==> config.mk <==
export PLATFORM = sky130hd
export DESIGN_NAME = key_map_debounce_repeat_top_flat
export DESIGN_NICKNAME = d
export VERILOG_FILES = /design/src/rtl/kmdr_pkg.sv /design/src/rtl/kmdr_scan_if.sv /design/src/rtl/kmdr_event_if.sv /design/src/rtl/kmdr_front.sv /design/src/rtl/kmdr_fifo.sv /design/src/rtl/kmdr_back.sv /design/src/rtl/key_map_debounce_repeat_top.sv /design/src/flat_wrapper.sv
export SDC_FILE = /design/constraint.sdc
export NUM_CORES = 1
export LEC_CHECK = 0
export BUFFER_PORTS_ARGS = -buffer_cell sky130_fd_sc_hd__buf_2
export CORE_MARGIN = 10
export CORE_UTILIZATION = 55
export CTS_CLUSTER_SIZE = 28
export DETAILED_ROUTE_END_ITERATION = 8
export GPL_TIMING_DRIVEN = 1
export PLACE_DENSITY = 0.74
export SLEW_MARGIN = 20
export SYNTH_ARGS = -nofsm -noshare
export SYNTH_HDL_FRONTEND = slang
export SYNTH_SLANG_ARGS = --single-unit
==> constraint.sdc <==
create_clock -name clk_i -period 17.3 [get_ports clk_i]
set_input_delay 3.46 -clock clk_i [delete_from_list [all_inputs] [get_ports clk_i]]
set_output_delay 3.46 -clock clk_i [all_outputs]
set_load 0.01 [all_outputs]
==> src/rtl/kmdr_pkg.sv <==
package kmdr_pkg;

  localparam int unsigned MaxChars  = 4;
  localparam int unsigned SlotCount = 4;
  localparam int unsigned CntW      = 3;

  localparam int unsigned QDepth = 4;
  localparam int unsigned QPtrW  = $clog2(QDepth);
  localparam int unsigned QCntW  = QPtrW + 1;

  localparam int unsigned CfgIdxW  = 2;
  localparam int unsigned CfgDataW = 16;

  localparam logic [CfgIdxW-1:0] CFG_DEBOUNCE = 2'd0;
  localparam logic [CfgIdxW-1:0] CFG_DELAY    = 2'd1;
  localparam logic [CfgIdxW-1:0] CFG_INTERVAL = 2'd2;

  localparam logic [CfgDataW-1:0] DebounceRst = 16'd50;
  localparam logic [CfgDataW-1:0] DelayRst    = 16'd500;
  localparam logic [CfgDataW-1:0] IntervalRst = 16'd120;

  localparam logic [7:0] ChBacktick = 8'h60;

  typedef enum logic [3:0] {
    K_NONE    = 4'd0,
    K_UP      = 4'd1,
    K_DOWN    = 4'd2,
    K_LEFT    = 4'd3,
    K_RIGHT   = 4'd4,
    K_SELECT  = 4'd5,
    K_BACK    = 4'd6,
    K_RESCAN  = 4'd7,
    K_CONNECT = 4'd8,
    K_SAVE    = 4'd9,
    K_CHAR    = 4'd10
  } key_e;

  // One classified scan: clr marks an idle scan that clears the hold state.
  typedef struct packed {
    logic [31:0] now;
    logic        clr;
    key_e        code;
    logic [7:0]  ch;
  } qent_t;

  typedef struct packed {
    logic             full;
    logic             empty;
    logic [QCntW-1:0] cnt;
  } qstat_t;

  function automatic key_e nav_map(input logic [7:0] c);
    key_e k;
    unique case (c) inside
      8'h2C:               k = K_LEFT;    // ,
      8'h2F:               k = K_RIGHT;   // /
      8'h3B, 8'h75, 8'h55: k = K_UP;      // ; u U
      8'h2E, 8'h64, 8'h44: k = K_DOWN;    // . d D
      8'h60, 8'h62, 8'h42: k = K_BACK;    // ` b B
      8'h65, 8'h45:        k = K_SELECT;  // e E
      8'h72, 8'h52:        k = K_RESCAN;  // r R
      8'h63, 8'h43:        k = K_CONNECT; // c C
      8'h73, 8'h53:        k = K_SAVE;    // s S
      default:             k = K_NONE;
    endcase
    return k;
  endfunction

endpackage

==> src/rtl/kmdr_scan_if.sv <==
interface kmdr_scan_if;
  logic        valid;
  logic        ready;
  logic [31:0] now_ms;
  logic        key_pressed;
  logic        state_changed;
  logic        enter_flag;
  logic        delete_flag;
  logic        password_mode;
  logic [2:0]  char_count;
  logic [7:0]  char_slot0;
  logic [7:0]  char_slot1;
  logic [7:0]  char_slot2;
  logic [7:0]  char_slot3;

  modport source (
    output valid, now_ms, key_pressed, state_changed, enter_flag, delete_flag,
           password_mode, char_count, char_slot0, char_slot1, char_slot2, char_slot3,
    input  ready
  );
  modport sink (
    input  valid, now_ms, key_pressed, state_changed, enter_flag, delete_flag,
           password_mode, char_count, char_slot0, char_slot1, char_slot2, char_slot3,
    output ready
  );
endinterface

==> src/rtl/kmdr_event_if.sv <==
interface kmdr_event_if;
  logic        valid;
  logic        ready;
  logic [3:0]  key_code;
  logic [7:0]  char_out;
  logic [31:0] event_time;

  modport source (output valid, key_code, char_out, event_time, input ready);
  modport sink (input valid, key_code, char_out, event_time, output ready);
endinterface

==> src/rtl/kmdr_front.sv <==
module kmdr_front
  import kmdr_pkg::*;
(
  kmdr_scan_if.sink scan,
  output logic      push_o,
  output qent_t     ent_o,
  input  qstat_t    stat_i
);

  logic [7:0]      slots [SlotCount];
  logic [CntW-1:0] cnt_lim;

  assign slots[0] = scan.char_slot0;
  assign slots[1] = scan.char_slot1;
  assign slots[2] = scan.char_slot2;
  assign slots[3] = scan.char_slot3;

  assign cnt_lim = (scan.char_count > CntW'(MaxChars)) ? CntW'(MaxChars) : scan.char_count;

  always_comb begin
    key_e       code;
    logic [7:0] ch;
    logic       done;
    key_e       m;
    code = K_NONE;
    ch   = 8'd0;
    done = 1'b0;
    m    = K_NONE;
    if (scan.enter_flag) begin
      code = K_SELECT;
    end else if (scan.delete_flag) begin
      code = K_BACK;
    end else begin
      // first slot decides in raw mode, first mapped slot in navigation mode
      for (int i = 0; i < SlotCount; i++) begin
        m = nav_map(slots[i]);
        if (!done && (CntW'(i) < cnt_lim)) begin
          if (scan.password_mode) begin
            if (slots[i] == ChBacktick) begin
              code = K_BACK;
            end else begin
              code = K_CHAR;
              ch   = slots[i];
            end
            done = 1'b1;
          end else if (m != K_NONE) begin
            code = m;
            done = 1'b1;
          end
        end
      end
    end
    if (!scan.key_pressed) begin
      code = K_NONE;
      ch   = 8'd0;
    end
    ent_o.now  = scan.now_ms;
    ent_o.clr  = !scan.key_pressed && !scan.state_changed;
    ent_o.code = code;
    ent_o.ch   = ch;
  end

  assign scan.ready = !stat_i.full;
  assign push_o     = scan.valid && !stat_i.full;

endmodule

==> src/rtl/kmdr_fifo.sv <==
module kmdr_fifo
  import kmdr_pkg::*;
(
  input  logic   clk_i,
  input  logic   rst_ni,
  input  logic   push_i,
  input  qent_t  ent_i,
  input  logic   pop_i,
  output qent_t  ent_o,
  output qstat_t stat_o
);

  qent_t            mem [QDepth];
  logic [QPtrW-1:0] wr_q, wr_d, rd_q, rd_d;
  logic [QCntW-1:0] cnt_q, cnt_d;

  always_comb begin
    wr_d  = wr_q;
    rd_d  = rd_q;
    cnt_d = cnt_q;
    if (push_i) begin
      wr_d = wr_q + 1'b1;
    end
    if (pop_i) begin
      rd_d = rd_q + 1'b1;
    end
    if (push_i && !pop_i) begin
      cnt_d = cnt_q + 1'b1;
    end else if (pop_i && !push_i) begin
      cnt_d = cnt_q - 1'b1;
    end
  end

  always_ff @(posedge clk_i or negedge rst_ni) begin
    if (!rst_ni) begin
      wr_q  <= '0;
      rd_q  <= '0;
      cnt_q <= '0;
    end else begin
      wr_q  <= wr_d;
      rd_q  <= rd_d;
      cnt_q <= cnt_d;
    end
  end

  always_ff @(posedge clk_i) begin
    if (push_i) begin
      mem[wr_q] <= ent_i;
    end
  end

  assign ent_o        = mem[rd_q];
  assign stat_o.full  = (cnt_q == QCntW'(QDepth));
  assign stat_o.empty = (cnt_q == '0);
  assign stat_o.cnt   = cnt_q;

endmodule

==> src/rtl/kmdr_back.sv <==
module kmdr_back
  import kmdr_pkg::*;
(
  input  logic                clk_i,
  input  logic                rst_ni,
  input  logic                cfg_we_i,
  input  logic [CfgIdxW-1:0]  cfg_idx_i,
  input  logic [CfgDataW-1:0] cfg_wdata_i,
  input  qent_t               ent_i,
  input  qstat_t              stat_i,
  output logic                pop_o,
  kmdr_event_if.source        ev
);

  logic [CfgDataW-1:0] debounce_q, delay_q, interval_q;
  logic [31:0]         last_emit_q, last_emit_d;
  key_e                last_key_q, last_key_d;
  logic [31:0]         hold_q, hold_d;
  logic                ov_q, ov_d;
  key_e                code_q;
  logic [7:0]          ch_q;
  logic [31:0]         time_q;

  logic        take, same, arrow, emit;
  logic [31:0] hs_eff, since_emit, since_hold;

  assign take  = !stat_i.empty && (!ov_q || ev.ready);
  assign pop_o = take;

  assign hs_eff     = (hold_q == '0) ? ent_i.now : hold_q;
  assign since_emit = ent_i.now - last_emit_q;
  assign since_hold = ent_i.now - hs_eff;
  assign same       = (ent_i.code == last_key_q);
  assign arrow      = (ent_i.code == K_UP) || (ent_i.code == K_DOWN) ||
                      (ent_i.code == K_LEFT) || (ent_i.code == K_RIGHT);

  always_comb begin
    if (ent_i.clr || (ent_i.code == K_NONE)) begin
      emit = 1'b0;
    end else if (same) begin
      emit = arrow && (since_hold >= {16'd0, delay_q}) &&
             (since_emit >= {16'd0, interval_q});
    end else begin
      emit = (since_emit >= {16'd0, debounce_q});
    end
  end

  always_comb begin
    last_emit_d = last_emit_q;
    last_key_d  = last_key_q;
    hold_d      = hold_q;
    if (take) begin
      if (ent_i.clr) begin
        last_key_d = K_NONE;
        hold_d     = '0;
      end else if (ent_i.code != K_NONE) begin
        if (same) begin
          hold_d = hs_eff;
        end else if (emit) begin
          hold_d = ent_i.now;
        end
        if (emit) begin
          last_key_d  = ent_i.code;
          last_emit_d = ent_i.now;
        end
      end
    end
  end

  always_comb begin
    ov_d = ov_q;
    if (take) begin
      ov_d = 1'b1;
    end else if (ev.ready) begin
      ov_d = 1'b0;
    end
  end

  always_ff @(posedge clk_i or negedge rst_ni) begin
    if (!rst_ni) begin
      debounce_q  <= DebounceRst;
      delay_q     <= DelayRst;
      interval_q  <= IntervalRst;
      last_emit_q <= '0;
      last_key_q  <= K_NONE;
      hold_q      <= '0;
      ov_q        <= 1'b0;
    end else begin
      if (cfg_we_i) begin
        unique case (cfg_idx_i)
          CFG_DEBOUNCE: debounce_q <= cfg_wdata_i;
          CFG_DELAY:    delay_q    <= cfg_wdata_i;
          CFG_INTERVAL: interval_q <= cfg_wdata_i;
          default: ;
        endcase
      end
      last_emit_q <= last_emit_d;
      last_key_q  <= last_key_d;
      hold_q      <= hold_d;
      ov_q        <= ov_d;
    end
  end

  always_ff @(posedge clk_i) begin
    if (take) begin
      code_q <= emit ? ent_i.code : K_NONE;
      ch_q   <= emit ? ent_i.ch : 8'd0;
      time_q <= ent_i.now;
    end
  end

  assign ev.valid      = ov_q;
  assign ev.key_code   = code_q;
  assign ev.char_out   = ch_q;
  assign ev.event_time = time_q;

endmodule

==> src/rtl/key_map_debounce_repeat_top.sv <==
// Keyboard scan decoder with debounce and typematic repeat. Every accepted scan item
// yields exactly one event item on the output channel, in order: a navigation code,
// select/back, a literal character (password mode) or none. Sustained rate is one item
// per clock in both directions while the receiver holds ready. An accepted scan is
// written into the classify queue, then resolved into the output register when the
// back end takes it from the queue, and its event item is valid from there. The
// input side keeps accepting while the output is stalled until the four-entry queue
// fills (one more item waits in the output register). The hold and debounce state is
// updated by the back end in the same cycle an item leaves the queue, so back-to-back
// scans see each other's effect without bubbles. Write configuration only when the
// block is idle; register indexes beyond the list are ignored.
module key_map_debounce_repeat_top
  import kmdr_pkg::*;
(
  input  logic                clk_i,
  input  logic                rst_ni,
  input  logic                cfg_we_i,
  input  logic [CfgIdxW-1:0]  cfg_idx_i,
  input  logic [CfgDataW-1:0] cfg_wdata_i,
  kmdr_scan_if.sink           scan_i,
  kmdr_event_if.source        event_o
);

  logic   push, pop;
  qent_t  ent_in, ent_out;
  qstat_t qstat;

  // Front: map flags and character slots to a key code, no state involved.
  kmdr_front u_front (
    .scan   (scan_i),
    .push_o (push),
    .ent_o  (ent_in),
    .stat_i (qstat)
  );

  // Queue: decouple classification from the stateful back end.
  kmdr_fifo u_fifo (
    .clk_i  (clk_i),
    .rst_ni (rst_ni),
    .push_i (push),
    .ent_i  (ent_in),
    .pop_i  (pop),
    .ent_o  (ent_out),
    .stat_o (qstat)
  );

  // Back: apply debounce, hold and repeat timing, then register the event item.
  kmdr_back u_back (
    .clk_i       (clk_i),
    .rst_ni      (rst_ni),
    .cfg_we_i    (cfg_we_i),
    .cfg_idx_i   (cfg_idx_i),
    .cfg_wdata_i (cfg_wdata_i),
    .ent_i       (ent_out),
    .stat_i      (qstat),
    .pop_o       (pop),
    .ev          (event_o)
  );

  // Queue occupancy never passes its depth.
  a_qcnt_bound: assert property (@(posedge clk_i) disable iff (!rst_ni)
    qstat.cnt <= QCntW'(QDepth))
    else $error("queue count beyond depth");

  // An accepted scan is in the queue at the next edge.
  a_push_lands: assert property (@(posedge clk_i) disable iff (!rst_ni)
    (scan_i.valid && scan_i.ready) |=> !qstat.empty)
    else $error("accepted scan item missing from queue");

  // Only a character event carries a character.
  a_char_zero: assert property (@(posedge clk_i) disable iff (!rst_ni)
    (event_o.valid && (event_o.key_code != K_CHAR)) |-> (event_o.char_out == 8'd0))
    else $error("char_out set on a non-character event");

endmodule

==> src/flat_wrapper.sv <==
// flat-port wrapper written by rule: the top's interface ports become plain ports
module key_map_debounce_repeat_top_flat import kmdr_pkg::*;
  (clk_i, rst_ni, cfg_we_i, cfg_idx_i, cfg_wdata_i, scan_i_valid, scan_i_now_ms, scan_i_key_pressed, scan_i_state_changed, scan_i_enter_flag, scan_i_delete_flag, scan_i_password_mode, scan_i_char_count, scan_i_char_slot0, scan_i_char_slot1, scan_i_char_slot2, scan_i_char_slot3, scan_i_ready, event_o_valid, event_o_key_code, event_o_char_out, event_o_event_time, event_o_ready);
  kmdr_scan_if scan_i_i ();
  kmdr_event_if event_o_i ();
  input  logic clk_i;
  input  logic rst_ni;
  input  logic cfg_we_i;
  input  logic [CfgIdxW-1:0] cfg_idx_i;
  input  logic [CfgDataW-1:0] cfg_wdata_i;
  input wire logic [$bits(scan_i_i.valid)-1:0] scan_i_valid;
  input wire logic [$bits(scan_i_i.now_ms)-1:0] scan_i_now_ms;
  input wire logic [$bits(scan_i_i.key_pressed)-1:0] scan_i_key_pressed;
  input wire logic [$bits(scan_i_i.state_changed)-1:0] scan_i_state_changed;
  input wire logic [$bits(scan_i_i.enter_flag)-1:0] scan_i_enter_flag;
  input wire logic [$bits(scan_i_i.delete_flag)-1:0] scan_i_delete_flag;
  input wire logic [$bits(scan_i_i.password_mode)-1:0] scan_i_password_mode;
  input wire logic [$bits(scan_i_i.char_count)-1:0] scan_i_char_count;
  input wire logic [$bits(scan_i_i.char_slot0)-1:0] scan_i_char_slot0;
  input wire logic [$bits(scan_i_i.char_slot1)-1:0] scan_i_char_slot1;
  input wire logic [$bits(scan_i_i.char_slot2)-1:0] scan_i_char_slot2;
  input wire logic [$bits(scan_i_i.char_slot3)-1:0] scan_i_char_slot3;
  output wire logic [$bits(scan_i_i.ready)-1:0] scan_i_ready;
  output wire logic [$bits(event_o_i.valid)-1:0] event_o_valid;
  output wire logic [$bits(event_o_i.key_code)-1:0] event_o_key_code;
  output wire logic [$bits(event_o_i.char_out)-1:0] event_o_char_out;
  output wire logic [$bits(event_o_i.event_time)-1:0] event_o_event_time;
  input wire logic [$bits(event_o_i.ready)-1:0] event_o_ready;
  assign scan_i_i.valid = scan_i_valid;
  assign scan_i_i.now_ms = scan_i_now_ms;
  assign scan_i_i.key_pressed = scan_i_key_pressed;
  assign scan_i_i.state_changed = scan_i_state_changed;
  assign scan_i_i.enter_flag = scan_i_enter_flag;
  assign scan_i_i.delete_flag = scan_i_delete_flag;
  assign scan_i_i.password_mode = scan_i_password_mode;
  assign scan_i_i.char_count = scan_i_char_count;
  assign scan_i_i.char_slot0 = scan_i_char_slot0;
  assign scan_i_i.char_slot1 = scan_i_char_slot1;
  assign scan_i_i.char_slot2 = scan_i_char_slot2;
  assign scan_i_i.char_slot3 = scan_i_char_slot3;
  assign scan_i_ready = scan_i_i.ready;
  assign event_o_valid = event_o_i.valid;
  assign event_o_key_code = event_o_i.key_code;
  assign event_o_char_out = event_o_i.char_out;
  assign event_o_event_time = event_o_i.event_time;
  assign event_o_i.ready = event_o_ready;
  key_map_debounce_repeat_top u_core (.clk_i(clk_i), .rst_ni(rst_ni), .cfg_we_i(cfg_we_i), .cfg_idx_i(cfg_idx_i), .cfg_wdata_i(cfg_wdata_i), .scan_i(scan_i_i), .event_o(event_o_i));
endmodule
==> qor.yml, run 1 <==
global_route:
  antenna_found_initial: 6
  grt_pass1_wl_um: 73100
  grt_max_degree: 66
  grt_overflow: 0
  grt_usage: 0.205
  grt_pass1_vias: 14000
logic_synthesis:
  syn_area_um2: 19400
  synth_xor_xnor_area_share: 0.0235
  synth_async_sr_flop_share: 0.356
  synth_cells: 1690
  ys_warn_count: 0
  synthMuxAreaShare: 0.101
  ys_ff_latch: 348
  synthesis.nets: 1903
  yosys.area_share.adder: 0.0774
  synth_top_family_by_area: "compound AO/OA/AOI/OAI gates"
  synth_compound_area_frac: 0.142
  synth-simple-area-share: 0.107
  synth_edf_count: 224
  avgSynthCellArea_um2: 11.5
  synth_ff_type: "edfxtp_1"
  ys_seq_area_frac: 0.508
  synth_cell_types: 85
critical_path:
  arrival_ns: 7.26
  crit_fanout: 36
  reg2regPathDepth: 24
  start_kind: "flop"
  r2r_end: "u_core.u_back.ev.char_out[3]"
  criticalPathCategory: "flop to flop"
  crit_buf_inv: 3
  worstPathRequired_ns: 17.55
  cp_top_family: "compound AO/OA/AOI/OAI gates"
  crit_path_frequent_cell: "a21oi_1"
  critPathMaxStageDelay_ns: 0.79
  rrSetupSlack_ns: 10.30
  rr_startpoint: "u_core.u_fifo.rd_q[0]"
  slowest_stage: "a21oi_1"
  crit_path_end_kind: "flop"
  cp_cell_sequence: "buf_4 > mux4_2 > inv_1 > ha_1 > inv_1 > fa_1 > a211oi_1 > o211ai_1 > and2_1 > a21oi_1 > o21bai_1 > xor2_1 > ha_1 > a21oi_1 > nand2_1 > a221oi_1 > a21oi_1 > nor3_1 > o21ai_0 > nor4_1 > nand4_1 > or2_2 > a21oi_1 > nor2b_1"
route:
  drc: 0
  routed_wl_um: 46000
  routed-via-count: 13900
  postRouteAntennaNets: 0
  drt-pass1-iter-count: 7
  drt-vias-per-instance: 6.04
  wire_per_inst_um: 19.9
  drt_iter0_drc: 1190
clocking:
  cts_sinks: 348
  clock_latency_ns: 0.54
  cts_tree: "yes"
  cts_buffers: 37
  postCtsResizedCells: 0
  clk_path_buf_depth: 3
  clk_pin_slew_ns: 0.06
  h-tree-depth: 2
  cts.root.buffer_cell: "clkbuf_16"
  post-cts-setup-buffers: 0
  hold_buffers: 0
sta:
  fmax_ghz: 0.143
  worst_pin_slew_ns: 0.996
  finalSetupViolCount: 0
  min_period_over_period: 0.405
  fin_skew_ns: 0.0212
  rsz0062_at_grt: "false"
  whs_ns: 0.483
  hold_viol_final: 0
  tns_ns: 0
  maxSlewViolCount: 0
  timing.slew.headroom: 0.336
  fin_crit_ns: 7.00
layout:
  utilization: 0.628
  multi_input_area_um2: 8740
  nFillCells: 2664
  num-nets-final: 2034
  drive_gt1_frac: 0.189
  regArea_um2: 9850
  area_growth_pct: 12.2
floorplan:
  core_um2: 34600
  rows: 68
  floorplan.initialDensity: 0.559
  die-area_um2: 43100
  num_io_pins: 141
  die_h_um: 208
  die_w_um: 208
worst_hold_path:
  hold_class: "flop to flop"
  whs_endpoint: "u_core.u_back.last_emit_q[14]"
  min_path_cells: 1
  min_from: "u_core.u_back.last_emit_q[14]"
job:
  drv_cap: 0
placed_design:
  portBuffers: 140
  gp_congestion: 0.920
  place_hpwl_um: 33200
outcome:
  outcome: "completed"
[synthesized netlist by cell type (19+ instances only)]
cell type,count,share of area
xor2_1,19,0.0086
mux4_2,45,0.052
inv_1,139,0.027
o22ai_1,35,0.011
ha_1,115,0.074
edfxtp_1,224,0.35
nand2b_1,19,0.0061
nand4_1,26,0.0084
nand3_1,24,0.0062
mux2_1,19,0.011
mux2_2,40,0.023
nor2_1,111,0.022
clkbuf_1,41,0.0079
dfrtp_1,111,0.14
a21oi_1,152,0.039
a21o_1,32,0.012
o21ai_0,69,0.018
xnor2_1,33,0.015
nor3_1,21,0.0054
nor2b_1,21,0.0068
nand2_1,104,0.020
[cell families (layout without fill, tap and decap cells)]
family,Yosys count,after routing
buf+inv,201,361
other cells,0,3
xor+xnor,52,52
mux,127,127
simple gates,411,411
compound gates,433,433
flops,348,348
fa+ha+maj,118,118
[worst reg2reg max path, cell delays in order, from the launching register on]
cell      delay, ns
dfrtp_2        0.59
buf_4          0.67
mux4_2         0.67
inv_1          0.12
ha_1           0.17
inv_1          0.06
fa_1           0.42
a211oi_1       0.35
o211ai_1       0.17
and2_1         0.21
a21oi_1        0.15
o21bai_1       0.09
xor2_1         0.15
ha_1           0.31
a21oi_1        0.15
nand2_1        0.07
a221oi_1       0.28
a21oi_1        0.13
nor3_1         0.23
o21ai_0        0.12
nor4_1         0.22
nand4_1        0.21
or2_2          0.31
a21oi_1        0.79
nor2b_1        0.12
[worst max-delay path by stage]
stage	from	to	slack (ns)	depth (start not counted)
floorplan	scan_i_char_slot0[1]	u_core.u_fifo.mem[0][11]	11.36	9
global placement	u_core.u_fifo.rd_q[0]	u_core.u_back.ev.char_out[1]	10.45	24
detailed placement	u_core.u_fifo.rd_q[0]	u_core.u_back.ev.char_out[6]	10.28	24
CTS	u_core.u_fifo.rd_q[0]	u_core.u_back.hold_q[18]	10.20	22
global route	u_core.u_fifo.rd_q[0]	u_core.u_back.ev.char_out[1]	9.65	24
finish	u_core.u_fifo.rd_q[0]	u_core.u_back.ev.char_out[3]	10.30	24
[flip-flops by register name (all words and copies together), names as in the netlist]
name                         count
u_core.u_back.ev.valid           1
u_core.u_back.ev.event_time     32
u_core.u_fifo.cnt_q              3
u_core.u_back.hold_q            32
u_core.u_fifo.mem              180
u_core.u_back.delay_q           16
u_core.u_fifo.rd_q               2
u_core.u_fifo.wr_q               2
u_core.u_back.interval_q        16
u_core.u_back.last_emit_q       32
u_core.u_back.last_key_q         4
u_core.u_back.ev.key_code        4
u_core.u_back.debounce_q        16
u_core.u_back.ev.char_out        8
[cell usage in the layout, fill, tap and decap left out, types with 8 or more instances in the layout]
cell and count:
a21o_1 32, a221oi_1 8, o21ai_0 69, o21a_1 10
nand2_1 103, mux2_1 19, xor2_1 19, mux2i_1 15
mux4_2 45, edfxtp_1 224, a211oi_1 10, o21ai_1 10
nand4_1 26, and3_1 9, nand2b_1 19, nor2_1 110
o22ai_1 35, a31oi_1 12, mux2_4 8, buf_4 15
inv_1 138, and2_1 8, o211ai_1 15, nor3b_1 10
nand3_1 24, nor4_1 16, nor3_1 21, mux2_2 40
a21oi_1 152, clkbuf_16 38, dfrtp_1 109, o31ai_1 8
dfstp_2 13, nor2b_1 21, buf_2 139, ha_1 115
o21bai_1 11, clkbuf_1 9, xnor2_1 33
[final cells by class]
class / count / share of cell area
Sequential cell: 348 / 0.453
Multi-Input combinational cell: 1141 / 0.402
Clock buffer: 53 / 0.0491
Timing Repair Buffer: 154 / 0.0372
Tap cell: 455 / 0.0262
Inverter: 139 / 0.0240
Clock inverter: 15 / 0.00823
Antenna cell: 3 / 0.000345
[layer usage]
metal / wire length [µm] / up-vias / global-route usage
met1: 20200 / 6799 / 0.268
met2: 21800 / 427 / 0.339
met3: 2510 / 103 / 0.0361
li1: - / 6602 / -
met4: 1400 / 6 / 0.0702
met5: 33 / - / 0
[per-stage QoR]
stage          worst slack (ns)  std cells  area [µm²]
6_report                  10.30       2308       21700
5_1_grt                    9.65       2306       21700
4_1_cts                   10.20       2305       21700
3_5_place_dp              10.28       2237       20500
3_3_place_gp              10.45       2237       20500
2_1_floorplan             11.36       1690       19400
Power of run 1 is left out: the tool's default activity adds up to more than one toggle a clock period on the data nets, which glitch-free logic cannot reach.
==> run 2, diff against run 1 <==
--- a/config.mk
+++ b/config.mk
@@ -11,7 +11,7 @@
 export CTS_CLUSTER_SIZE = 28
 export DETAILED_ROUTE_END_ITERATION = 8
 export GPL_TIMING_DRIVEN = 1
-export PLACE_DENSITY = 0.74
+export PLACE_DENSITY = 0.77
 export SLEW_MARGIN = 20
 export SYNTH_ARGS = -nofsm -noshare
 export SYNTH_HDL_FRONTEND = slang
==> constraint.sdc (replaced) <==
create_clock -name clk_i -period 6.1 [get_ports clk_i]
set_input_delay 1.22 -clock clk_i [delete_from_list [all_inputs] [get_ports clk_i]]
set_output_delay 1.22 -clock clk_i [all_outputs]
set_load 0.01 [all_outputs]
==> qor.yml, run 2 (same netlist as run 1, synthesis figures left out) <==
critical_path:
  cp_top_family: "compound AO/OA/AOI/OAI gates"
  reg2regPathDepth: 22  # -8.3%
  crit_fanout: 19  # -47%
  crit_path_frequent_cell: "o21ai_0"
  crit_cells: 22  # -8.3%
  worstPathRequired_ns: 6.53  # -11.02 ns
  slowest_stage: "mux4_2"
  arrival_ns: 6.16  # -1.10 ns
  criticalPathCategory: "flop to flop"
  crit_path_end_kind: "flop"
  cp_cell_sequence: "buf_12 > mux4_2 > ha_1 > o211ai_1 > a21oi_1 > nor2_1 > o21ai_0 > a31oi_1 > xnor2_1 > ha_1 > a21o_1 > a21oi_1 > nor2b_1 > o21ai_0 > nand2b_1 > a221oi_1 > o21ai_0 > o41a_1 > o211ai_2 > o31ai_4 > buf_12 > mux2_1"
  start_kind: "flop"
  critPathMaxStageDelay_ns: 0.66  # -0.13 ns
  crit_buf_inv: 2  # -1
sta:
  maxSlewViolCount: 0  # unchanged
  fin_crit_ns: 5.73  # -1.28 ns
  hold_viol_final: 0  # unchanged
  fmax_ghz: 0.175  # +22%
  timing.slew.headroom: 0.337  # +0.00127
  worst_pin_slew_ns: 0.994  # -0.00190 ns
  min_period_over_period: 0.939  # +0.534
  finalSetupViolCount: 0  # unchanged
  fin_skew_ns: 0.0162  # -0.00499 ns
clocking:
  cts_sinks: 348  # unchanged
  cts.root.buffer_cell: "clkbuf_16"
  h-tree-depth: 2  # unchanged
  cts_buffers: 38  # +2.7%
  clock_latency_ns: 0.56  # +0.02 ns
  hold_buffers: 0  # unchanged
  clk_pin_slew_ns: 0.06  # about the same
  cts_tree: "yes"
  clk_path_buf_depth: 3  # unchanged
floorplan:
  core_um2: 34600  # unchanged
  floorplan.initialDensity: 0.559  # unchanged
  die_w_um: 208  # unchanged
  rows: 68  # unchanged
  die-area_um2: 43100  # unchanged
  die_h_um: 208  # unchanged
  num_io_pins: 141  # unchanged
route:
  wire_per_inst_um: 20.3  # +2.1%
  routed_wl_um: 47300  # +3.0%
  routed-via-count: 14000  # +0.11%
  drt-pass1-iter-count: 5  # -2
  postRouteAntennaNets: 0  # unchanged
  drc: 0  # unchanged
  drt-vias-per-instance: 6.00  # -0.70%
  drt_iter0_drc: 1282  # +7.7%
layout:
  largest_register_ff_count: 180  # unchanged
  diodes: 0  # -3
  num-nets-final: 2055  # +1.0%
  regMostFlops: "u_core.u_fifo.mem"
  area_growth_pct: 13.4
  drive_gt1_frac: 0.205  # +0.0159
  utilization: 0.634  # +0.00647
  final_common_cell: "edfxtp_1"
  layout_common_cells: "edfxtp_1, a21oi_1, buf_2"
global_route:
  grt_usage: 0.212  # +0.00678
  grt_max_degree: 73  # +11%
  grt_pass1_wl_um: 74800  # +2.4%
  grt_overflow: 0  # unchanged
  grt_pass1_vias: 14100  # +0.90%
  antenna_found_initial: 2  # -4
outcome:
  outcome: "completed"
worst_hold_path:
  hold_class: "flop to flop"
  min_path_cells: 1  # unchanged
placed_design:
  place_hpwl_um: 34300  # +3.4%
  portBuffers: 140  # unchanged
  gp_congestion: 0.916  # -0.46%
job:
  drv_cap: 0  # unchanged
## run 2: cell count changes in the layout (fill, tap and decap cells not counted), sizes merged
cell      delta
diode        -3
clkinv       +6
clkbuf       -3
clkinvlp     +2
buf         +19
bufinv       -2
## run 2: timing repair
item,4_1_cts,5_1_grt
gates resized for setup,0,15
setup buffers,0,7
setup endpoints to repair,0,44
## run 2: path summary, 6_finish.rpt
check | from | endpoint | slack (ns)
setup / recovery | u_core.u_fifo.rd_q[0] | u_core.u_back.last_emit_q[8] | 0.37
hold / removal | u_core.u_back.last_emit_q[6] | u_core.u_back.last_emit_q[6] | 0.49
setup reg to reg | u_core.u_fifo.rd_q[0] | u_core.u_back.last_emit_q[8] | 0.37
hold reg to reg | u_core.u_back.last_emit_q[6] | u_core.u_back.last_emit_q[6] | 0.49
max in group asynchronous | rst_ni | u_core.u_back.last_emit_q[28] | 4.00
min in group asynchronous | rst_ni | u_core.u_back.last_emit_q[2] | 0.83
## run 2: area by class of cell
cell class	count	area [µm²]
clock buffer	49	1010
clock inverter	21	201
fill	2639	12700
inverter	139	522
multi-input combinational	1141	8800
sequential	348	9850
tap	455	569
timing repair buffer	174	1000
## run 2: metrics by stage
step | hold WS, ns | setup TNS [ns] | instance area, µm² | worst slack [ns] | instances
5_1_grt | 0.510 | -0.108 | 22000 | -0.0220 | 2327
6_report | 0.488 | 0 | 22000 | 0.374 | 2327
4_1_cts | 0.487 | 0 | 21800 | 0.0980 | 2319
2_1_floorplan | 0.458 | 0 | 19400 | 0.227 | 1690
3_5_place_dp | 0.475 | 0 | 20600 | 0.107 | 2249
3_3_place_gp | 0.467 | 0 | 20600 | 0.255 | 2249
## run 2: layer usage
layer / global-route usage / part of all wire / wire (µm) / vias up
met5: 0 / 0.00023 / 11 / -
met4: 0.0752 / 0.025 / 1180 / 2
met3: 0.0414 / 0.066 / 3110 / 80
met2: 0.353 / 0.48 / 23000 / 459
met1: 0.271 / 0.42 / 20100 / 6777
li1: - / - / - / 6635
Power of run 2 is left out for the same reason.
